[config.mk]
export PLATFORM = sky130hd
export DESIGN_NAME = scalar_to_rgb_colormap
export DESIGN_NICKNAME = d
export VERILOG_FILES = /design/src/rtl/core/scm_pkg.sv /design/src/rtl/core/scm_index.sv /design/src/rtl/core/scm_setup.sv /design/src/rtl/core/scm_div.sv /design/src/rtl/core/scalar_to_rgb_colormap.sv
export SDC_FILE = /design/constraint.sdc
export NUM_CORES = 2
export LEC_CHECK = 0
export ABC_AREA = 1
export BUFFER_PORTS_ARGS = -buffer_cell sky130_fd_sc_hd__buf_2
export CORE_MARGIN = 2
export CORE_UTILIZATION = 35
export DETAILED_ROUTE_END_ITERATION = 12
export GPL_ROUTABILITY_DRIVEN = 0
export PLACE_DENSITY = 0.56
export SYNTH_ARGS = -nofsm -noshare
export SYNTH_HDL_FRONTEND = slang
export SYNTH_SLANG_ARGS = --single-unit
[constraint.sdc]
create_clock -name clk_i -period 12.25 [get_ports clk_i]
set_input_delay 1.225 -clock clk_i [delete_from_list [all_inputs] [get_ports clk_i]]
set_output_delay 1.225 -clock clk_i [all_outputs]
set_load 0.01 [all_outputs]
[src/rtl/core/scm_pkg.sv]
// ----------------------------------------------------------------------------
// scm_pkg
// Shared types and constants of the pseudocolour map lookup pipeline.
// ----------------------------------------------------------------------------
package scm_pkg;

  localparam int unsigned FRAC_BITS   = 16;
  localparam int unsigned MAX_ENTRIES = 1024;
  localparam int unsigned SIZE_W      = $clog2(MAX_ENTRIES) + 1;
  localparam int unsigned IDX_W       = $clog2(MAX_ENTRIES);
  localparam int unsigned RATIO_W     = FRAC_BITS + 2;
  localparam int unsigned ENTRY_W     = 16;
  localparam int unsigned TYPE_W      = 4;
  localparam int unsigned CFG_W       = SIZE_W;
  // Numerators and denominators reach twice the largest ramp length.
  localparam int unsigned OP_W        = SIZE_W + 1;
  localparam int unsigned REM_W       = OP_W + 1;
  // One quotient bit above the fraction shows that the value reached one.
  localparam int unsigned Q_W         = FRAC_BITS + 1;
  localparam int unsigned DIV_STEPS   = FRAC_BITS + 1;
  localparam int unsigned STEPS_PER_STAGE = 2;
  localparam int unsigned DIV_STAGES  = (DIV_STEPS + STEPS_PER_STAGE - 1) / STEPS_PER_STAGE;

  localparam logic [FRAC_BITS-1:0] VAL_FULL  = '1;
  // floor(0.4 * 2^FRAC_BITS)
  localparam logic [FRAC_BITS-1:0] VAL_FIXED = FRAC_BITS'((2 << FRAC_BITS) / 5);

  localparam logic REG_MAP_TYPE = 1'b0;
  localparam logic REG_MAP_SIZE = 1'b1;

  localparam logic [SIZE_W-1:0] SIZE_RESET = SIZE_W'(64);

  typedef enum logic [TYPE_W-1:0] {
    MAP_GRAY   = 4'd0,
    MAP_RED    = 4'd1,
    MAP_GREEN  = 4'd2,
    MAP_BLUE   = 4'd3,
    MAP_JET    = 4'd4,
    MAP_SPRING = 4'd5,
    MAP_SUMMER = 4'd6,
    MAP_AUTUMN = 4'd7,
    MAP_WINTER = 4'd8,
    MAP_HOT    = 4'd9,
    MAP_COOL   = 4'd10
  } map_e;

  typedef enum logic [1:0] {
    CH_ZERO  = 2'd0,
    CH_FULL  = 2'd1,
    CH_FIXED = 2'd2,
    CH_DIV   = 2'd3
  } ch_mode_e;

  // Values that follow from the map size alone.
  typedef struct packed {
    logic [SIZE_W-1:0] den;
    logic [OP_W-1:0]   jet_n;
    logic [OP_W-1:0]   jet_len;
    logic [OP_W-1:0]   jet_off;
    logic [OP_W-1:0]   jet_gsize;
    logic [OP_W-1:0]   hot_n;
    logic [OP_W-1:0]   hot_den;
  } size_t;

  typedef struct packed {
    ch_mode_e        mode;
    logic [OP_W-1:0] num;
    logic [OP_W-1:0] den;
  } ch_op_t;

endpackage

[src/rtl/core/scm_index.sv]
// ----------------------------------------------------------------------------
// scm_index
// Two register stages: input capture, then entry number and size constants.
// ----------------------------------------------------------------------------
module scm_index (
  input  logic                             clk_i,
  input  logic                             rst_ni,
  input  logic                             vld_i,
  input  logic                             cmd_i,
  input  logic signed [scm_pkg::RATIO_W-1:0] ratio_i,
  input  logic [scm_pkg::ENTRY_W-1:0]      entry_index_i,
  input  logic [scm_pkg::SIZE_W-1:0]       map_size_i,
  output logic                             vld_o,
  output logic [scm_pkg::IDX_W-1:0]        idx_o,
  output scm_pkg::size_t                   sz_o
);

  localparam int unsigned R_W    = scm_pkg::FRAC_BITS + 1;
  localparam int unsigned PROD_W = R_W + scm_pkg::SIZE_W;
  localparam int unsigned OP_W   = scm_pkg::OP_W;

  logic                          vld_a_q, vld_b_q;
  logic                          cmd_q;
  logic [R_W-1:0]                r_q, r_d;
  logic [scm_pkg::ENTRY_W-1:0]   entry_q;
  logic [scm_pkg::SIZE_W-1:0]    size_q, size_d;
  logic [scm_pkg::IDX_W-1:0]     idx_q, idx_d;
  scm_pkg::size_t                sz_q, sz_d;

  logic [PROD_W-1:0]             prod;
  logic [scm_pkg::SIZE_W-1:0]    last;
  logic [PROD_W-scm_pkg::FRAC_BITS-1:0] by_ratio;
  logic [OP_W-1:0]               gend, jsum, m_ext;

  // Clamp the ratio to 0..1 and the size to 1..MAX_ENTRIES.
  always_comb begin
    if (ratio_i[scm_pkg::RATIO_W-1]) begin
      r_d = '0;
    end else if (ratio_i > $signed(scm_pkg::RATIO_W'(1 << scm_pkg::FRAC_BITS))) begin
      r_d = R_W'(1 << scm_pkg::FRAC_BITS);
    end else begin
      r_d = ratio_i[R_W-1:0];
    end
    if (map_size_i == '0) begin
      size_d = scm_pkg::SIZE_W'(1);
    end else if (map_size_i > scm_pkg::SIZE_W'(scm_pkg::MAX_ENTRIES)) begin
      size_d = scm_pkg::SIZE_W'(scm_pkg::MAX_ENTRIES);
    end else begin
      size_d = map_size_i;
    end
  end

  always_ff @(posedge clk_i or negedge rst_ni) begin
    if (!rst_ni) begin
      vld_a_q <= 1'b0;
      vld_b_q <= 1'b0;
    end else begin
      vld_a_q <= vld_i;
      vld_b_q <= vld_a_q;
    end
  end

  always_ff @(posedge clk_i) begin
    cmd_q   <= cmd_i;
    r_q     <= r_d;
    entry_q <= entry_index_i;
    size_q  <= size_d;
    idx_q   <= idx_d;
    sz_q    <= sz_d;
  end

  // Entry number, clamped to the last entry.
  always_comb begin
    prod     = PROD_W'(r_q) * PROD_W'(size_q);
    by_ratio = prod[PROD_W-1:scm_pkg::FRAC_BITS];
    last     = size_q - scm_pkg::SIZE_W'(1);
    idx_d    = last[scm_pkg::IDX_W-1:0];
    if (cmd_q) begin
      if (scm_pkg::ENTRY_W'(entry_q) <= scm_pkg::ENTRY_W'(last)) begin
        idx_d = entry_q[scm_pkg::IDX_W-1:0];
      end
    end else begin
      if (by_ratio <= ($bits(by_ratio))'(last)) begin
        idx_d = by_ratio[scm_pkg::IDX_W-1:0];
      end
    end
  end

  // Denominator of the linear maps; ramp lengths and offsets of the jet and hot maps.
  always_comb begin
    m_ext          = OP_W'(size_q);
    sz_d.den       = (size_q > scm_pkg::SIZE_W'(1)) ? last : scm_pkg::SIZE_W'(1);
    sz_d.jet_n     = (m_ext + OP_W'(3)) >> 2;
    sz_d.jet_len   = OP_W'(3) * sz_d.jet_n - OP_W'(1);
    sz_d.jet_off   = ((sz_d.jet_n + OP_W'(1)) >> 1)
                   - ((size_q[1:0] == 2'd1) ? OP_W'(1) : OP_W'(0));
    jsum           = sz_d.jet_off + sz_d.jet_len;
    gend           = (jsum < m_ext) ? jsum : m_ext;
    sz_d.jet_gsize = (gend > sz_d.jet_off) ? gend - sz_d.jet_off : '0;
    sz_d.hot_n     = (OP_W'(3) * m_ext) >> 3;
    sz_d.hot_den   = m_ext - (sz_d.hot_n << 1);
  end

  assign vld_o = vld_b_q;
  assign idx_o = idx_q;
  assign sz_o  = sz_q;

endmodule

[src/rtl/core/scm_setup.sv]
// ----------------------------------------------------------------------------
// scm_setup
// Chooses for each colour channel a constant or a numerator and denominator.
// ----------------------------------------------------------------------------
module scm_setup (
  input  logic [scm_pkg::TYPE_W-1:0] map_type_i,
  input  logic [scm_pkg::IDX_W-1:0]  idx_i,
  input  scm_pkg::size_t             sz_i,
  output scm_pkg::ch_op_t            red_o,
  output scm_pkg::ch_op_t            green_o,
  output scm_pkg::ch_op_t            blue_o
);

  localparam int unsigned S_W = scm_pkg::OP_W + 2;

  typedef logic signed [S_W-1:0] sv_t;

  function automatic scm_pkg::ch_op_t mk_div(input sv_t num, input sv_t den);
    scm_pkg::ch_op_t op;
    op.num  = num[scm_pkg::OP_W-1:0];
    op.den  = den[scm_pkg::OP_W-1:0];
    op.mode = (num <= 0 || den <= 0) ? scm_pkg::CH_ZERO : scm_pkg::CH_DIV;
    return op;
  endfunction

  function automatic scm_pkg::ch_op_t mk_const(input scm_pkg::ch_mode_e mode);
    scm_pkg::ch_op_t op;
    op.mode = mode;
    op.num  = '0;
    op.den  = '0;
    return op;
  endfunction

  // One jet ramp: position k on its shifted window, u read at pos.
  function automatic scm_pkg::ch_op_t jet_ch(input sv_t k, input sv_t pos, input sv_t n,
                                             input sv_t gsize);
    sv_t a, b, m;
    a = pos + sv_t'(1);
    b = sv_t'(3) * n - sv_t'(1) - pos;
    m = (a < n) ? a : n;
    m = (m < b) ? m : b;
    if (k >= 0 && k < gsize) begin
      return mk_div(m, n);
    end
    return mk_const(scm_pkg::CH_ZERO);
  endfunction

  sv_t i, den, jn, jlen, joff, jgs, hn, hden;
  sv_t kr, kg, kb;

  always_comb begin
    i    = sv_t'(idx_i);
    den  = sv_t'(sz_i.den);
    jn   = sv_t'(sz_i.jet_n);
    jlen = sv_t'(sz_i.jet_len);
    joff = sv_t'(sz_i.jet_off);
    jgs  = sv_t'(sz_i.jet_gsize);
    hn   = sv_t'(sz_i.hot_n);
    hden = sv_t'(sz_i.hot_den);
    kr   = i - jn - joff;
    kg   = i - joff;
    kb   = i + jn - joff;

    red_o   = mk_const(scm_pkg::CH_ZERO);
    green_o = mk_const(scm_pkg::CH_ZERO);
    blue_o  = mk_const(scm_pkg::CH_ZERO);

    case (map_type_i)
      scm_pkg::MAP_GRAY: begin
        red_o   = mk_div(i, den);
        green_o = mk_div(i, den);
        blue_o  = mk_div(i, den);
      end
      scm_pkg::MAP_RED:   red_o   = mk_div(i, den);
      scm_pkg::MAP_GREEN: green_o = mk_div(i, den);
      scm_pkg::MAP_BLUE:  blue_o  = mk_div(i, den);
      scm_pkg::MAP_JET: begin
        red_o   = jet_ch(kr, kr, jn, jgs);
        green_o = jet_ch(kg, kg, jn, jgs);
        blue_o  = jet_ch(kb, jlen - jgs + kb, jn, jgs);
      end
      scm_pkg::MAP_SPRING: begin
        red_o   = mk_const(scm_pkg::CH_FULL);
        green_o = mk_div(i, den);
        blue_o  = mk_div(den - i, den);
      end
      scm_pkg::MAP_SUMMER: begin
        red_o   = mk_div(i, den);
        green_o = mk_div(den + i, den <<< 1);
        blue_o  = mk_const(scm_pkg::CH_FIXED);
      end
      scm_pkg::MAP_AUTUMN: begin
        red_o   = mk_const(scm_pkg::CH_FULL);
        green_o = mk_div(i, den);
      end
      scm_pkg::MAP_WINTER: begin
        green_o = mk_div(i, den);
        blue_o  = mk_div((den <<< 1) - i, den <<< 1);
      end
      scm_pkg::MAP_HOT: begin
        red_o = (i < hn) ? mk_div(i + sv_t'(1), hn) : mk_const(scm_pkg::CH_FULL);
        if (i < hn) begin
          green_o = mk_const(scm_pkg::CH_ZERO);
        end else if (i < (hn <<< 1)) begin
          green_o = mk_div(i - hn + sv_t'(1), hn);
        end else begin
          green_o = mk_const(scm_pkg::CH_FULL);
        end
        blue_o = (i < (hn <<< 1)) ? mk_const(scm_pkg::CH_ZERO)
                                  : mk_div(i - (hn <<< 1) + sv_t'(1), hden);
      end
      scm_pkg::MAP_COOL: begin
        red_o   = mk_div(i, den);
        green_o = mk_div(den - i, den);
        blue_o  = mk_const(scm_pkg::CH_FULL);
      end
      default: begin
        red_o = mk_const(scm_pkg::CH_ZERO);
      end
    endcase
  end

endmodule

[src/rtl/core/scm_div.sv]
// ----------------------------------------------------------------------------
// scm_div
// Pipelined restoring divider: floor(num*2^FRAC_BITS/den) for num <= den, saturated.
// ----------------------------------------------------------------------------
module scm_div (
  input  logic                          clk_i,
  input  scm_pkg::ch_op_t               op_i,
  output logic [scm_pkg::FRAC_BITS-1:0] value_o
);

  localparam int unsigned NST   = scm_pkg::DIV_STAGES;
  localparam int unsigned SPS   = scm_pkg::STEPS_PER_STAGE;
  localparam int unsigned REM_W = scm_pkg::REM_W;
  localparam int unsigned Q_W   = scm_pkg::Q_W;

  logic [REM_W-1:0]         rem_q  [NST+1];
  logic [Q_W-1:0]           quo_q  [NST+1];
  logic [scm_pkg::OP_W-1:0] den_q  [NST+1];
  scm_pkg::ch_mode_e        mode_q [NST+1];

  always_ff @(posedge clk_i) begin
    rem_q[0]  <= REM_W'(op_i.num);
    quo_q[0]  <= '0;
    den_q[0]  <= op_i.den;
    mode_q[0] <= op_i.mode;
  end

  for (genvar s = 0; s < NST; s++) begin : g_stage
    logic [REM_W-1:0] rem, sh;
    logic [Q_W-1:0]   quo;

    always_comb begin
      rem = rem_q[s];
      quo = quo_q[s];
      sh  = '0;
      for (int t = 0; t < SPS; t++) begin
        if (s * SPS + t < scm_pkg::DIV_STEPS) begin
          // The first step compares without shifting: it yields the units bit.
          sh = (s * SPS + t == 0) ? rem : {rem[REM_W-2:0], 1'b0};
          if (sh >= REM_W'(den_q[s])) begin
            quo = {quo[Q_W-2:0], 1'b1};
            rem = sh - REM_W'(den_q[s]);
          end else begin
            quo = {quo[Q_W-2:0], 1'b0};
            rem = sh;
          end
        end
      end
    end

    always_ff @(posedge clk_i) begin
      rem_q[s+1]  <= rem;
      quo_q[s+1]  <= quo;
      den_q[s+1]  <= den_q[s];
      mode_q[s+1] <= mode_q[s];
    end
  end

  always_comb begin
    case (mode_q[NST])
      scm_pkg::CH_FULL:  value_o = scm_pkg::VAL_FULL;
      scm_pkg::CH_FIXED: value_o = scm_pkg::VAL_FIXED;
      scm_pkg::CH_DIV:   value_o = quo_q[NST][Q_W-1] ? scm_pkg::VAL_FULL
                                                    : quo_q[NST][Q_W-2:0];
      default:           value_o = '0;
    endcase
  end

endmodule

[src/rtl/core/scalar_to_rgb_colormap.sv]
// ----------------------------------------------------------------------------
// scalar_to_rgb_colormap
// Pseudocolour mapper: turns a scalar or an entry number into an RGB colour.
// ----------------------------------------------------------------------------
//
// Channel      Direction  Handshake            Payload
// command      in         start, busy          cmd_i, ratio_i, entry_index_i
// result       out        done_o (strobe)      red_o, green_o, blue_o, used_index_o
// config       in         cfg_we_i             cfg_idx_i, cfg_wdata_i
//
// A transaction is taken at every clock edge with start high; busy is held low,
// because the pipeline never stalls. Each result is strobed by done_o for one
// cycle, in command order. On its way a command passes the two index stages,
// the divider input register, the nine divider stages (two quotient bits each,
// one in the last) and the output register.
// Reset returns the map type to jet and the map size to 64 and empties the
// pipeline; the receiver cannot stall, so nothing is ever held back.
//
module scalar_to_rgb_colormap (
  input  logic                                clk_i,
  input  logic                                rst_ni,
  input  logic                                start,
  output logic                                busy,
  input  logic                                cmd_i,
  input  logic signed [scm_pkg::RATIO_W-1:0]  ratio_i,
  input  logic [scm_pkg::ENTRY_W-1:0]         entry_index_i,
  output logic                                done_o,
  output logic [scm_pkg::FRAC_BITS-1:0]       red_o,
  output logic [scm_pkg::FRAC_BITS-1:0]       green_o,
  output logic [scm_pkg::FRAC_BITS-1:0]       blue_o,
  output logic [scm_pkg::IDX_W-1:0]           used_index_o,
  input  logic                                cfg_we_i,
  input  logic                                cfg_idx_i,
  input  logic [scm_pkg::CFG_W-1:0]           cfg_wdata_i
);

  // The divider input register plus its stages.
  localparam int unsigned DLY = scm_pkg::DIV_STAGES + 1;

  logic [scm_pkg::TYPE_W-1:0] map_type_q;
  logic [scm_pkg::SIZE_W-1:0] map_size_q;

  logic                       accept;
  logic                       idx_vld;
  logic [scm_pkg::IDX_W-1:0]  idx;
  scm_pkg::size_t             sz;
  scm_pkg::ch_op_t            red_op, green_op, blue_op;
  logic [scm_pkg::FRAC_BITS-1:0] red_v, green_v, blue_v;

  logic                       vld_q [DLY];
  logic [scm_pkg::IDX_W-1:0]  idx_q [DLY];

  logic                          done_q;
  logic [scm_pkg::FRAC_BITS-1:0] red_q, green_q, blue_q;
  logic [scm_pkg::IDX_W-1:0]     used_q;

  // Every cycle can take a transaction.
  assign busy   = 1'b0;
  assign accept = start & ~busy;

  // Configuration registers; writes must only happen while the pipeline is empty, which the block does not enforce.
  always_ff @(posedge clk_i or negedge rst_ni) begin
    if (!rst_ni) begin
      map_type_q <= scm_pkg::MAP_JET;
      map_size_q <= scm_pkg::SIZE_RESET;
    end else if (cfg_we_i) begin
      if (cfg_idx_i == scm_pkg::REG_MAP_TYPE) begin
        map_type_q <= cfg_wdata_i[scm_pkg::TYPE_W-1:0];
      end else begin
        map_size_q <= cfg_wdata_i[scm_pkg::SIZE_W-1:0];
      end
    end
  end

  scm_index u_index (
    .clk_i         (clk_i),
    .rst_ni        (rst_ni),
    .vld_i         (accept),
    .cmd_i         (cmd_i),
    .ratio_i       (ratio_i),
    .entry_index_i (entry_index_i),
    .map_size_i    (map_size_q),
    .vld_o         (idx_vld),
    .idx_o         (idx),
    .sz_o          (sz)
  );

  scm_setup u_setup (
    .map_type_i (map_type_q),
    .idx_i      (idx),
    .sz_i       (sz),
    .red_o      (red_op),
    .green_o    (green_op),
    .blue_o     (blue_op)
  );

  // One divider for each colour channel, running in lock step.
  scm_div u_div_red   (.clk_i(clk_i), .op_i(red_op),   .value_o(red_v));
  scm_div u_div_green (.clk_i(clk_i), .op_i(green_op), .value_o(green_v));
  scm_div u_div_blue  (.clk_i(clk_i), .op_i(blue_op),  .value_o(blue_v));

  // Valid bits and entry numbers travel alongside the divider stages.
  always_ff @(posedge clk_i or negedge rst_ni) begin
    if (!rst_ni) begin
      for (int k = 0; k < DLY; k++) begin
        vld_q[k] <= 1'b0;
      end
    end else begin
      vld_q[0] <= idx_vld;
      for (int k = 1; k < DLY; k++) begin
        vld_q[k] <= vld_q[k-1];
      end
    end
  end

  always_ff @(posedge clk_i) begin
    idx_q[0] <= idx;
    for (int k = 1; k < DLY; k++) begin
      idx_q[k] <= idx_q[k-1];
    end
  end

  // Output register: the result is shown for exactly one cycle.
  always_ff @(posedge clk_i or negedge rst_ni) begin
    if (!rst_ni) begin
      done_q <= 1'b0;
    end else begin
      done_q <= vld_q[DLY-1];
    end
  end

  always_ff @(posedge clk_i) begin
    red_q   <= red_v;
    green_q <= green_v;
    blue_q  <= blue_v;
    used_q  <= idx_q[DLY-1];
  end

  assign done_o       = done_q;
  assign red_o        = red_q;
  assign green_o      = green_q;
  assign blue_o       = blue_q;
  assign used_index_o = used_q;

endmodule

==> results.py <==
metrics = {
    "sta": {
        "drv_slew": 0,
        "worst_pin_slew_ns": 1.34,
        "max_freq_mhz": 103,
        "rsz0062_at_grt": "false",
        "fin_crit_sh_pct": 79.3,
        "finalSetupViolations": 0,
        "fin_crit_ns": 9.72,
        "skew_ns": 0.0996,
        "tns_ns": 0,
        "whs_ns": 0.267,
        "hold_viol": 0,
        "slew_headroom_pct": 10.3,
    },
    "synthesis": {
        "seq_area_frac_synth_pct": 32.1,
        "synth_area_leader_cell": "dfxtp_1",
        "synth_top_area_share_pct": 31.2,
        "ys_seq_elements": 1285,
        "synthCells": 10400,
        "synth_area_leaders": "dfxtp_1 31%, ha_1 16%, nand2_1 10%",
        "syn_avg_cell_area_um2": 7.75,
        "async_flop_share_pct": 2.18,
        "synthFlopType": "dfxtp_1",
        "yosysWarnings": 0,
        "yosysUniqueCellTypes": 70,
        "synth_edf_count": 0,
        "synth_area_um2": 80600,
    },
    "cts": {
        "clock_sinks": 1285,
        "clk_pin_slew_ns": 0.06,
        "ctsResizeCount": 0,
        "clk_path_buf_depth": 3,
        "cts_tree": "done",
        "post_cts_buffers": 0,
        "htree_levels": 4,
        "insertion_delay_ns": 0.85,
        "postCtsHoldBufs": 0,
        "cts_made_buffers": 150,
        "root_buffer": "clkbuf_16",
    },
    "worst_setup_path": {
        "critPathLaunchType": "flip-flop",
        "worst-path-buf-inv": 11,
        "critical_path_class": "reg2reg",
        "end_kind": "flip-flop",
        "critPathTopFamily": "simple AND/OR/NAND/NOR gates",
        "worst_path_max_delay_cell": "ha_1",
        "path_common_cell": "nand2_1",
        "cpPeakStageDelay_ns": 0.63,
        "worstPathArrival_ns": 10.40,
        "crit_fanout": 20,
        "cp.required_ns": 12.93,
    },
    "finish": {
        "final_cell_mix": "2153 x nand2_1, 1465 x inv_1, 1257 x dfxtp_1",
        "utilization_pct": 39.2,
        "fin_nets": 11800,
        "layout-drive-gt1-share_pct": 4.88,
        "fillers": 23200,
        "area.sequential_um2": 25900,
        "syn2layout_area_growth_pct": 11.6,
        "final_common_cell": "nand2_1",
        "multiInputGateArea_um2": 48400,
    },
    "detailed_routing": {
        "drc": 0,
        "wl_um": 225000,
        "ant_nets": 0,
        "vias": 68400,
        "dr.pass1.iters": 6,
        "drt-vias-per-instance": 5.00,
        "wire_per_inst_um": 16.4,
        "drt_iter0_drc": 4492,
    },
    "floorplanning": {
        "core_area_um2": 229000,
        "io_pins": 111,
        "die_h_um": 484,
        "floorplan.die_area_um2": 234000,
        "rows": 176,
        "start_util_pct": 35.1,
        "dieWidth_um": 484,
    },
    "min_path": {
        "hp-class": "reg2reg",
    },
    "global_route": {
        "first_global_vias": 67400,
        "grt_first_pass_wirelength_um": 356000,
        "antenna_found_initial": 9,
        "grt_util_all_layers_pct": 18.7,
        "overflow": 0,
        "grt_max_degree": 29,
    },
    "placement": {
        "post-dp-hpwl_um": 180000,
        "numPortBuffers": 109,
    },
    "outcome": {
        "outcome": "completed",
    },
    "run": {
        "drv_cap": 0,
    },
}
==> cells by family after synthesis <==
family / count (synthesis) / synth area share (%)
multiplexers: 3 / 0.0404
buffers and inverters: 1680 / 7.91
AND/OR/NAND/NOR: 3618 / 18.5
flip-flops: 1285 / 32.1
AO/OA/AOI/OAI: 1920 / 13.3
other: 1 / 0.00465
XOR/XNOR: 677 / 7.38
adder cells (fa/ha/maj): 1220 / 20.7
==> sequential cells by signal (all words and copies together), names as in the netlist, 78 cells and up <==
| signal | count |
|---|---|
| u_index.sz_o | 78 |
| u_div_green.rem_q | 108 |
| u_div_blue.rem_q | 108 |
| u_div_red.rem_q | 108 |
| u_div_red.quo_q | 89 |
| u_div_red.den_q | 99 |
| u_div_blue.quo_q | 89 |
| u_div_green.den_q | 108 |
| u_div_blue.den_q | 108 |
| u_div_green.quo_q | 89 |
| idx_q | 100 |
==> area by class of cell <==
type                    instances  area share (%)
well taps                    3026            4.21
inverters                    1494            6.23
clock buffers                 196            4.77
clock inverters                78            1.26
multi-input cells            7440            53.8
flip-flops and latches       1285            28.7
repair buffers                157            1.01
diodes                          6          0.0167
==> stage by stage <==
stage | cell area, µm² | setup slack (ns) | cells
after floorplan | 80600 | 4.07 | 10400
after global placement | 84600 | 2.82 | 13400
after detailed placement | 84600 | 2.79 | 13400
after CTS | 90000 | 2.78 | 13700
after global routing | 90000 | 1.73 | 13700
final | 90000 | 2.53 | 13700
==> cells in the mapped netlist (9+ instances only) <==
cell type / count
o2111ai_1: 20
a21boi_0: 13
nor3_1: 57
o21a_1: 24
a31oi_1: 56
a211oi_1: 21
nand4_1: 139
o21ai_1: 45
inv_2: 10
dfxtp_1: 1257
o211ai_1: 54
a21oi_1: 933
ha_1: 1032
nand3_1: 400
o41ai_1: 18
nand2_1: 2153
nor4_1: 27
a221oi_1: 26
a21o_1: 42
clkinv_1: 18
xor2_1: 443
nor2_1: 723
o221ai_1: 26
or2_2: 59
fa_1: 188
o22ai_1: 21
inv_1: 1465
buf_2: 31
xnor2_1: 231
o21ai_0: 510
o21bai_1: 72
a32oi_1: 9
dfrtp_1: 26
nand3b_1: 21
clkbuf_1: 145
==> routing by layer <==
| metal | GRT usage, % | routed length, µm | vias up |
|---|---|---|---|
| met1 | 23.3 | 97200 | 31500 |
| met5 | 0 | 14 | - |
| met2 | 31.2 | 102000 | 2008 |
| met3 | 3.79 | 15200 | 504 |
| met4 | 8.13 | 9570 | 2 |
| li1 | - | - | 34400 |
==> path summary, 6_finish.rpt <==
check	start	endpoint	slack, ns	cells after the start
max in group asynchronous	rst_ni	map_type_q[0]	11.27	1
hold reg to reg	u_div_green.mode_q[2][1]	u_div_green.mode_q[3][1]	0.27	0
min in group asynchronous	rst_ni	u_index.vld_o	0.46	1
hold / removal	u_div_green.mode_q[2][1]	u_div_green.mode_q[3][1]	0.27	0
setup reg to reg	u_index.idx_o[0]	u_div_blue.mode_q[0][1]	2.53	54
setup / recovery	u_index.idx_o[0]	u_div_blue.mode_q[0][1]	2.53	54
Power is left out: the tool's default activity adds up to more than one toggle a clock period on the data nets, which glitch-free logic cannot reach.
